### src/bad_pkg.sv
package bad_pkg;

  // response status codes
  localparam logic [1:0] ST_OK       = 2'd0;
  localparam logic [1:0] ST_ADDR_ERR = 2'd1;
  localparam logic [1:0] ST_BUS_ERR  = 2'd2;

  // target select codes
  localparam logic [2:0] TG_NONE  = 3'd0;
  localparam logic [2:0] TG_CART  = 3'd1;
  localparam logic [2:0] TG_SOUND = 3'd2;
  localparam logic [2:0] TG_IO    = 3'd3;
  localparam logic [2:0] TG_CTRL  = 3'd4;
  localparam logic [2:0] TG_VIDEO = 3'd5;
  localparam logic [2:0] TG_WRAM  = 3'd6;

  // bus geometry
  localparam int ADDR_W  = 24;
  localparam int DATA_W  = 32;
  localparam int WRAM_AW = 16;

  // region bounds
  localparam logic [7:0]  TOP_CART_END = 8'h40;
  localparam logic [7:0]  TOP_SOUND    = 8'hA0;
  localparam logic [7:0]  TOP_IOCTRL   = 8'hA1;
  localparam logic [7:0]  TOP_VIDEO    = 8'hC0;
  localparam logic [7:0]  TOP_WRAM     = 8'hFF;
  localparam logic [24:0] CART_LIMIT   = 25'h0400000;
  localparam logic [23:0] IO_END       = 24'hA10020;
  localparam logic [23:0] CTRL_BEGIN   = 24'hA11000;
  localparam logic [23:0] CTRL_END     = 24'hA11202;
  localparam logic [24:0] WRAM_LIMIT   = 25'h1000000;

  typedef struct packed {
    logic [1:0] status;
    logic [2:0] target;
  } dec_t;

endpackage

### src/bad_decode.sv
module bad_decode (
  input  logic                  kind,
  input  logic [bad_pkg::ADDR_W-1:0] address,
  input  logic [2:0]            size,
  output bad_pkg::dec_t         dec
);
  import bad_pkg::*;

  logic [7:0]  top;
  logic [24:0] last_plus;
  logic        size_ok;
  logic [2:0]  tgt;

  assign top       = address[23:16];
  assign last_plus = {1'b0, address} + 25'(size);
  assign size_ok   = (size == 3'd1) || (size == 3'd2) || (size == 3'd4);

  always_comb begin
    tgt = TG_NONE;
    priority if (top < TOP_CART_END) begin
      if (!kind && last_plus <= CART_LIMIT) tgt = TG_CART;
    end else if (top == TOP_SOUND) begin
      tgt = TG_SOUND;
    end else if (top == TOP_IOCTRL) begin
      if (address < IO_END) tgt = TG_IO;
      else if (address >= CTRL_BEGIN && address < CTRL_END) tgt = TG_CTRL;
    end else if (top == TOP_VIDEO) begin
      tgt = TG_VIDEO;
    end else if (top == TOP_WRAM) begin
      if (last_plus <= WRAM_LIMIT) tgt = TG_WRAM;
    end else begin
      tgt = TG_NONE;
    end
  end

  always_comb begin
    priority if (!size_ok) begin
      dec.status = ST_BUS_ERR;
      dec.target = TG_NONE;
    end else if (size != 3'd1 && address[0]) begin
      dec.status = ST_ADDR_ERR;
      dec.target = TG_NONE;
    end else if (tgt == TG_NONE) begin
      dec.status = ST_BUS_ERR;
      dec.target = TG_NONE;
    end else begin
      dec.status = ST_OK;
      dec.target = tgt;
    end
  end

endmodule
### config.mk
export PLATFORM = sky130hd
export DESIGN_NAME = bad_decode
export DESIGN_NICKNAME = d
export VERILOG_FILES = /design/src/bad_pkg.sv /design/src/bad_decode.sv
export SDC_FILE = /design/constraint.sdc
export NUM_CORES = 1
export LEC_CHECK = 0
export BUFFER_PORTS_ARGS = -buffer_cell sky130_fd_sc_hd__buf_2
export CORE_MARGIN = 2
export CORE_UTILIZATION = 54
export DETAILED_ROUTE_END_ITERATION = 10
export PLACE_DENSITY = 0.88
export SLEW_MARGIN = 10
export SYNTH_ARGS = -nofsm -noshare
export SYNTH_HDL_FRONTEND = slang
export SYNTH_SLANG_ARGS = --single-unit
### constraint.sdc
create_clock -name vclk -period 3.45
set_clock_uncertainty 0.2 [all_clocks]
set_input_delay 0.5175 -clock vclk [all_inputs]
set_output_delay 0.5175 -clock vclk [all_outputs]
set_load 0.02 [all_outputs]
==> impl_metrics.py, run 1 <==
metrics = {
    "outcome": {
        "status": "complete, no violations",
    },
    "final_layout": {
        "final_layout_size_suffix_gt1_frac": 0.360,
        "seq_area_um2": 0,
        "seq_cells": 0,
        "n_antenna_cell": 0,
        "multi_input_area_um2": 975,
        "final_nets": 206,
        "nClkBuffers": 0,
        "fin_util": 0.744,
        "nFillCells": 147,
        "areaGrowthSynthToFinish_pct": 32.6,
        "instances_no_fill": 189,
    },
    "floorplan": {
        "die_h_um": 45.7,
        "ios": 33,
        "core.rowCount": 15,
        "initial_core_util": 0.561,
        "die_w_um": 45.7,
        "core_area_um2": 1670,
        "fp.dieArea_um2": 2080,
    },
    "logic_synthesis": {
        "yosysUniqueCellTypes": 49,
        "yosysWarnings": 0,
        "synth_cells": 133,
        "syn_nets": 165,
        "yosys-top-cells-count": "nand2_1 (12), nand3_1 (11), nor2_1 (10), a21oi_1 (9)",
        "avgSynthCellArea_um2": 7.05,
        "synth.yosys.seq_area_share": 0,
        "yosysMostFrequentCell": "nand2_1",
        "synth_area_leader_cell": "nand3_1",
        "yosys.area.top_type_share": 0.0587,
        "ys_top_cells_by_area": "nand3_1 (5.9%), a21oi_1 (4.8%), nand2_1 (4.8%)",
        "synth.cell_area_um2": 937,
    },
    "timing": {
        "finalSetupViolCount": 0,
        "post-route-period-util": 0.986,
        "max_freq_mhz": 294,
        "hold_violations": 0,
        "post-route-min-period_ns": 3.40,
        "worst_pin_slew_ns": 0.533,
        "final_max_slew_viol_count": 0,
        "max_slew_margin": 0.642,
    },
    "power": {
        "ir_drop_uv": 61.2,
        "leakage_nw": 0.511,
        "power.density_nw_per_um2": 103,
        "total_power_uw": 128,
    },
    "worst_setup_path": {
        "critPathLaunch": "address[0]",
        "cp_max_fo": 3,
        "worst_ep_arrival_time_ns": 2.68,
        "critPathKind": "primary input to output pin",
        "cp-end-kind": "output pin",
        "startpoint_type": "primary input",
        "required_ns": 2.73,
    },
    "global_routing": {
        "top_usage_layer": "met2",
        "track_usage": 0.285,
        "met2_usage": 0.530,
        "grt_pass1_wl_um": 4600,
        "met3_usage": 0.00397,
        "grtUsageMet1": 0.358,
        "grt_max_degree": 10,
        "first_global_vias": 1132,
        "antenna_found_initial": 0,
        "gr-total-overflow": 0,
    },
    "routing": {
        "first_pass_iters": 4,
        "drt_iter0_markers": 50,
        "wirelength_um": 2940,
        "wl_per_cell_um": 15.6,
        "drc_errors": 0,
        "ant_nets": 0,
        "vias": 1267,
        "viasPerCell": 6.70,
    },
    "worst_hold_path": {
        "min-delay-start": "size[0]",
        "hp-class": "primary input to output pin",
    },
    "clock_network": {
        "cts_setup_buffers": 0,
        "cts_hold_buf": 0,
    },
    "placement": {
        "dp.cells": 189,
        "port_buffers": 33,
        "gp_congestion": 0.917,
        "place_hpwl_um": 2290,
    },
    "flow_run": {
        "max-cap-violations": 0,
    },
}
## worst paths after layout
kind | cells after the start | slack (ns) | endpoint
worst max-delay path | 10 | 0.05 | dec[0]
worst min-delay path | 4 | 1.27 | dec[3]
## cells by family (layout without fill, tap and decap cells)
group,after synthesis,in the layout,synth area share
fa+ha+maj,4,4,0.0614
xor+xnor,6,6,0.0561
compound gates,45,45,0.370
buf+inv,6,45,0.0240
simple gates,72,72,0.489
## placed cells by master (no fill, tap or decap), drive strengths merged, types with 2 or more instances in the layout
master and n:
a211o 5, a21o 4, a21oi 9, a31oi 2, a32oi 2, and2 5
and3 4, buf 40, ha 3, inv 5, nand2 12, nand3 12
nand4 5, nor2 10, nor2b 2, nor3 2, nor4 6, o211ai 2
o21ai 7, o31ai 5, or3 5, or4 3, xnor2 2, xor2 4
## area by class of cell
| cell class | instances | area share |
|---|---|---|
| Inverter | 5 | 0.0151 |
| Timing Repair Buffer | 40 | 0.183 |
| Multi-Input combinational cell | 127 | 0.784 |
| Tap cell | 17 | 0.0171 |
## critical path: stages
cell and delay, ns:
buf_2 0.12, ha_4 0.16, fa_2 0.37, xor2_1 0.15
or3_4 0.34, nor4_4 0.33, o211ai_4 0.14, o31ai_4 0.27
and2_4 0.17, buf_6 0.11
## stage by stage
stage | setup TNS, ns | setup slack (ns) | hold WS (ns) | area (um^2)
floorplan | 0 | 0.0167 | 0.918 | 937
global placement | -0.0319 | -0.0319 | 1.22 | 1170
detailed placement | -0.189 | -0.115 | 1.23 | 1170
CTS | 0 | 0.00165 | 1.26 | 1210
global route | -0.0470 | -0.0295 | 1.28 | 1240
finish | 0 | 0.0499 | 1.27 | 1240
## power by group
group	internal, mW	switching [mW]
registers	0	0
clock network	0	0
logic	0.0523	0.0756
## routing by layer
metal | vias up | share of wire
li1 | 615 | -
met2 | 55 | 0.52
met1 | 591 | 0.41
met5 | - | 0
met4 | 0 | 0.017
met3 | 6 | 0.051
## what timing repair did
action,4_1_cts,5_1_grt
endpoints found under the setup margin,2,3
pin swaps,5,5
hold endpoints to repair,0,0
resized for setup,9,7
Note: power is estimated with default switching activity, not from simulation.
==> inputs of run 2 (changes only) <==
Settings changed: CORE_UTILIZATION 54 to 58, PLACE_DENSITY 0.88 to 0.93, SETUP_SLACK_MARGIN from default to 0.2.
Clock period 3.45 ns to 4.4 ns, I/O delays scaled along.
==> run 2 against run 1 <==
Hold slack gained 0.18 ns. Core utilization is 0.12 points higher. First-iteration DRC count up 100%. Critical path depth rose by 1. Critical endpoint unchanged.
==> impl_metrics.py, run 2 (synthesis results as in run 1) <==
metrics = {
    "timing": {
        "max_slew_margin": 0.677,
        "rsz0062_at_grt": "false",
        "worst_pin_slew_ns": 0.481,
        "finalSetupViolCount": 0,
        "final_max_slew_viol_count": 0,
        "post-route-min-period_ns": 3.97,
        "max_freq_mhz": 252,
        "post-route-period-util": 0.903,
        "setup_tns_ns": 0,
        "hold_violations": 0,
    },
    "routing": {
        "top_layer_used": "met4",
        "drt_iter0_markers": 102,
        "wl_met2_um": 1410,
        "first_pass_iters": 4,
        "drc_errors": 0,
        "wirelength_um": 2890,
        "wl_per_cell_um": 16.0,
        "vias": 1219,
        "viasPerCell": 6.73,
        "met1Wirelength_um": 1230,
        "wl_met3_um": 205,
        "ant_nets": 0,
    },
    "placement": {
        "place_hpwl_um": 2320,
        "port_buffers": 33,
        "gp_congestion": 0.975,
    },
    "worst_hold_path": {
        "hp-class": "primary input to output pin",
        "hold-path-endpoint": "dec[3]",
        "min_delay_path_depth": 3,
        "min-delay-start": "size[0]",
    },
    "worst_setup_path": {
        "required_ns": 3.54,
        "cp_max_fo": 6,
        "critPathSlowestCell": "fa_1",
        "cp-end-kind": "output pin",
        "critical-path-max-stage-delay_ns": 0.45,
        "cp_cell_sequence": "buf_2, ha_1, fa_1, a21oi_2, nor2_1, a21o_1, a21oi_1, o211ai_4, o31ai_2, and2_1, buf_2",
        "critPathKind": "primary input to output pin",
        "crit_top_cell": "buf_2",
        "startpoint_type": "primary input",
        "worst_ep_arrival_time_ns": 3.11,
    },
    "final_layout": {
        "seq_cells": 0,
        "final_layout_size_suffix_gt1_frac": 0.285,
        "final_cell_mix": "buf_2 (33), nand2_1 (12), nand3_1 (11)",
        "n_antenna_cell": 0,
        "final_common_cell": "buf_2",
        "seq_area_um2": 0,
        "areaGrowthSynthToFinish_pct": 19.8,
        "final_nets": 199,
        "nClkBuffers": 0,
    },
    "floorplan": {
        "die_w_um": 44.2,
        "ios": 33,
        "core_area_um2": 1510,
        "die_h_um": 44.2,
        "initial_core_util": 0.622,
        "fp.dieArea_um2": 1950,
        "core.rowCount": 14,
    },
    "flow_run": {
        "max-cap-violations": 0,
    },
    "power": {
        "leakage_nw": 0.465,
        "power.density_nw_per_um2": 78.3,
        "total_power_uw": 87.9,
        "ir_drop_uv": 48.7,
    },
    "global_routing": {
        "track_usage": 0.296,
        "first_global_vias": 1076,
        "antenna_found_initial": 0,
        "grt_pass1_wl_um": 4530,
        "gr-total-overflow": 0,
        "grt_max_degree": 10,
    },
    "clock_network": {
        "cts_setup_buffers": 0,
        "cts_hold_buf": 0,
        "cts.repair.resized": 0,
    },
    "outcome": {
        "status": "complete, no violations",
    },
}
[run 2: cell count changes in the layout (fill, tap and decap cells not counted), sizes merged]
cell	delta
buf	-7
[run 2: cell type report]
| cell class | instances | area, um^2 |
|---|---|---|
| well taps | 16 | 20.0 |
| fillers | 127 | 384 |
| inverters | 5 | 18.8 |
| multi-input cells | 127 | 918 |
| repair buffers | 33 | 165 |
[run 2: through the flow]
| stage | util | area, um^2 | std cells | hold slack [ns] | setup WS [ns] |
|---|---|---|---|---|---|
| floorplan | - | 937 | 133 | 1.20 | 0.682 |
| global placement | 0.743 | 1120 | 181 | 1.43 | 0.431 |
| detailed placement | 0.743 | 1120 | 181 | 1.45 | 0.317 |
| CTS | 0.743 | 1120 | 181 | 1.45 | 0.328 |
| global route | 0.745 | 1120 | 181 | 1.47 | 0.332 |
| finish | 0.745 | 1120 | 181 | 1.45 | 0.425 |
[run 2: worst max-delay path, delay by kind of cell]
kind	cells	cell delay [ns]
AND/OR/NAND/NOR	2	0.28
adder cells (fa/ha/maj)	2	0.67
buffers and inverters	2	0.27
AO/OA/AOI/OAI	5	1.22
[run 2: worst max path at each step]
| stage | startpoint | endpoint | slack (ns) | cells past startpoint |
|---|---|---|---|---|
| final | address[0] | dec[0] | 0.43 | 11 |
| after global routing | address[0] | dec[0] | 0.33 | 11 |
| after CTS | address[0] | dec[0] | 0.33 | 11 |
| after detailed placement | address[0] | dec[0] | 0.32 | 11 |
| after global placement | address[0] | dec[0] | 0.43 | 11 |
| after floorplan | address[0] | dec[4] | 0.68 | 9 |
[run 2: layer usage]
| layer | global-route usage | vias to the layer above |
|---|---|---|
| li1 | - | 600 |
| met1 | 0.389 | 539 |
| met2 | 0.535 | 74 |
| met3 | 0.00408 | 6 |
| met4 | 0.0727 | 0 |
| met5 | 0 | - |
[run 2: report_power, final]
part / internal, mW / total (mW) / switching [mW]
Clock: 0 / 0 / 0
Combinational: 0.0329 / 0.0879 / 0.0550
Sequential: 0 / 0 / 0
==> inputs of run 3 (changes only) <==
Settings changed: CORE_UTILIZATION 58 to 55, PLACE_DENSITY 0.93 to 0.89.
==> run 3 against run 2 <==
Die area increased by 5.0%. Clock-buffer cell count unchanged. Fmax increased by 1.7%. Sequential share of layout area unchanged. Hold slack got worse by 0.0098 ns. Largest power group unchanged. Highest routed layer is now met3.
==> impl_metrics.py, run 3 (synthesis results as in run 1) <==
metrics = {
    "timing": {
        "post-route-min-period_ns": 3.91,
        "setup_slack_ns": 0.492,
        "post-route-period-util": 0.888,
        "hold_violations": 0,
        "finalSetupViolCount": 0,
        "max_slew_margin": 0.631,
        "final_max_slew_viol_count": 0,
        "setup_tns_ns": 0,
        "worst_pin_slew_ns": 0.548,
        "max_freq_mhz": 256,
        "rsz0062_at_grt": "false",
    },
    "placement": {
        "pre_cts_slack_ns": 0.317,
        "gp_congestion": 0.968,
        "place_hpwl_um": 2220,
        "port_buffers": 33,
    },
    "floorplan": {
        "core_area_um2": 1560,
        "core.rowCount": 14,
        "fp.dieArea_um2": 2050,
        "die_w_um": 45.3,
        "ios": 33,
        "die_h_um": 45.3,
        "initial_core_util": 0.601,
    },
    "global_routing": {
        "grtUsageMet1": 0.364,
        "grt_pass1_wl_um": 4620,
        "track_usage": 0.288,
        "top_usage_layer": "met2",
        "grt_max_degree": 10,
        "met2_usage": 0.566,
        "gr-total-overflow": 0,
        "antenna_found_initial": 0,
        "first_global_vias": 1111,
        "met3_usage": 0,
    },
    "worst_hold_path": {
        "hp-class": "primary input to output pin",
        "min_delay_path_depth": 3,
    },
    "power": {
        "power.density_nw_per_um2": 77.7,
        "leakage_nw": 0.465,
        "ir_drop_uv": 46.8,
    },
    "clock_network": {
        "cts_hold_buf": 0,
    },
    "flow_run": {
        "max-cap-violations": 0,
    },
    "final_layout": {
        "n_antenna_cell": 0,
        "final_layout_size_suffix_gt1_frac": 0.285,
        "multi_input_area_um2": 918,
        "seq_area_um2": 0,
        "final_cell_mix": "buf_2 (33), nand2_1 (12), nand3_1 (11)",
        "areaGrowthSynthToFinish_pct": 19.8,
        "final_common_cell": "buf_2",
        "final_nets": 199,
        "seq_cells": 0,
        "nFillCells": 136,
        "nClkBuffers": 0,
    },
    "outcome": {
        "status": "complete, no violations",
    },
    "routing": {
        "viasPerCell": 6.86,
        "ant_nets": 0,
        "vias": 1241,
        "drt_iter0_markers": 40,
        "first_pass_iters": 4,
        "wirelength_um": 2690,
        "drc_errors": 0,
        "wl_per_cell_um": 14.9,
    },
    "worst_setup_path": {
        "worst_ep_arrival_time_ns": 3.05,
        "cp_max_fo": 8,
        "startpoint_type": "primary input",
        "cp-end-kind": "output pin",
        "required_ns": 3.54,
        "critPathKind": "primary input to output pin",
    },
}
## run 3: worst paths after layout
| check | from | to | slack, ns |
|---|---|---|---|
| worst min-delay path | size[0] | dec[3] | 1.44 |
| worst max-delay path | size[2] | dec[0] | 0.49 |
## run 3: what timing repair did
action | in CTS | in global routing
setup buffers | 0 | 0
endpoints found under the hold margin | 0 | 0
resized for setup | 0 | 1
endpoints found under the setup margin | 0 | 2
## run 3: report_power, final
part | internal (mW) | total, mW | switching, mW
combinational | 0.0328 | 0.0872 | 0.0544
clock | 0 | 0 | 0
sequential | 0 | 0 | 0
## run 3: per-stage QoR
| step | std cells | util | instance area [um^2] | total power, mW | hold WS, ns |
|---|---|---|---|---|---|
| floorplan | 133 | - | 937 | 0.0478 | 1.20 |
| global placement | 181 | 0.717 | 1120 | 0.0812 | 1.43 |
| detailed placement | 181 | 0.717 | 1120 | 0.0851 | 1.44 |
| CTS | 181 | 0.717 | 1120 | 0.0855 | 1.44 |
| global route | 181 | 0.720 | 1120 | 0.0955 | 1.47 |
| finish | 181 | 0.720 | 1120 | 0.0872 | 1.44 |
## run 3: layout make-up
cell class / count / share of cell area
inverters: 5 / 0.0167
repair buffers: 33 / 0.147
multi-input cells: 127 / 0.818
well taps: 16 / 0.0178
## run 3: metal layers
layer  vias up  part of all wire
met4         0                 0
li1        608                 -
met3         0             0.067
met1       573              0.42
met5         -                 0
met2        60              0.52
## run 3: worst max-delay path: stages
cell      delay [ns]
buf_2           0.12
ha_1            0.35
a21oi_1         0.27
nand2_1         0.25
or3_1           0.37
a22oi_1         0.29
o211ai_4        0.13
o31ai_2         0.29
and2_1          0.15
buf_2           0.16
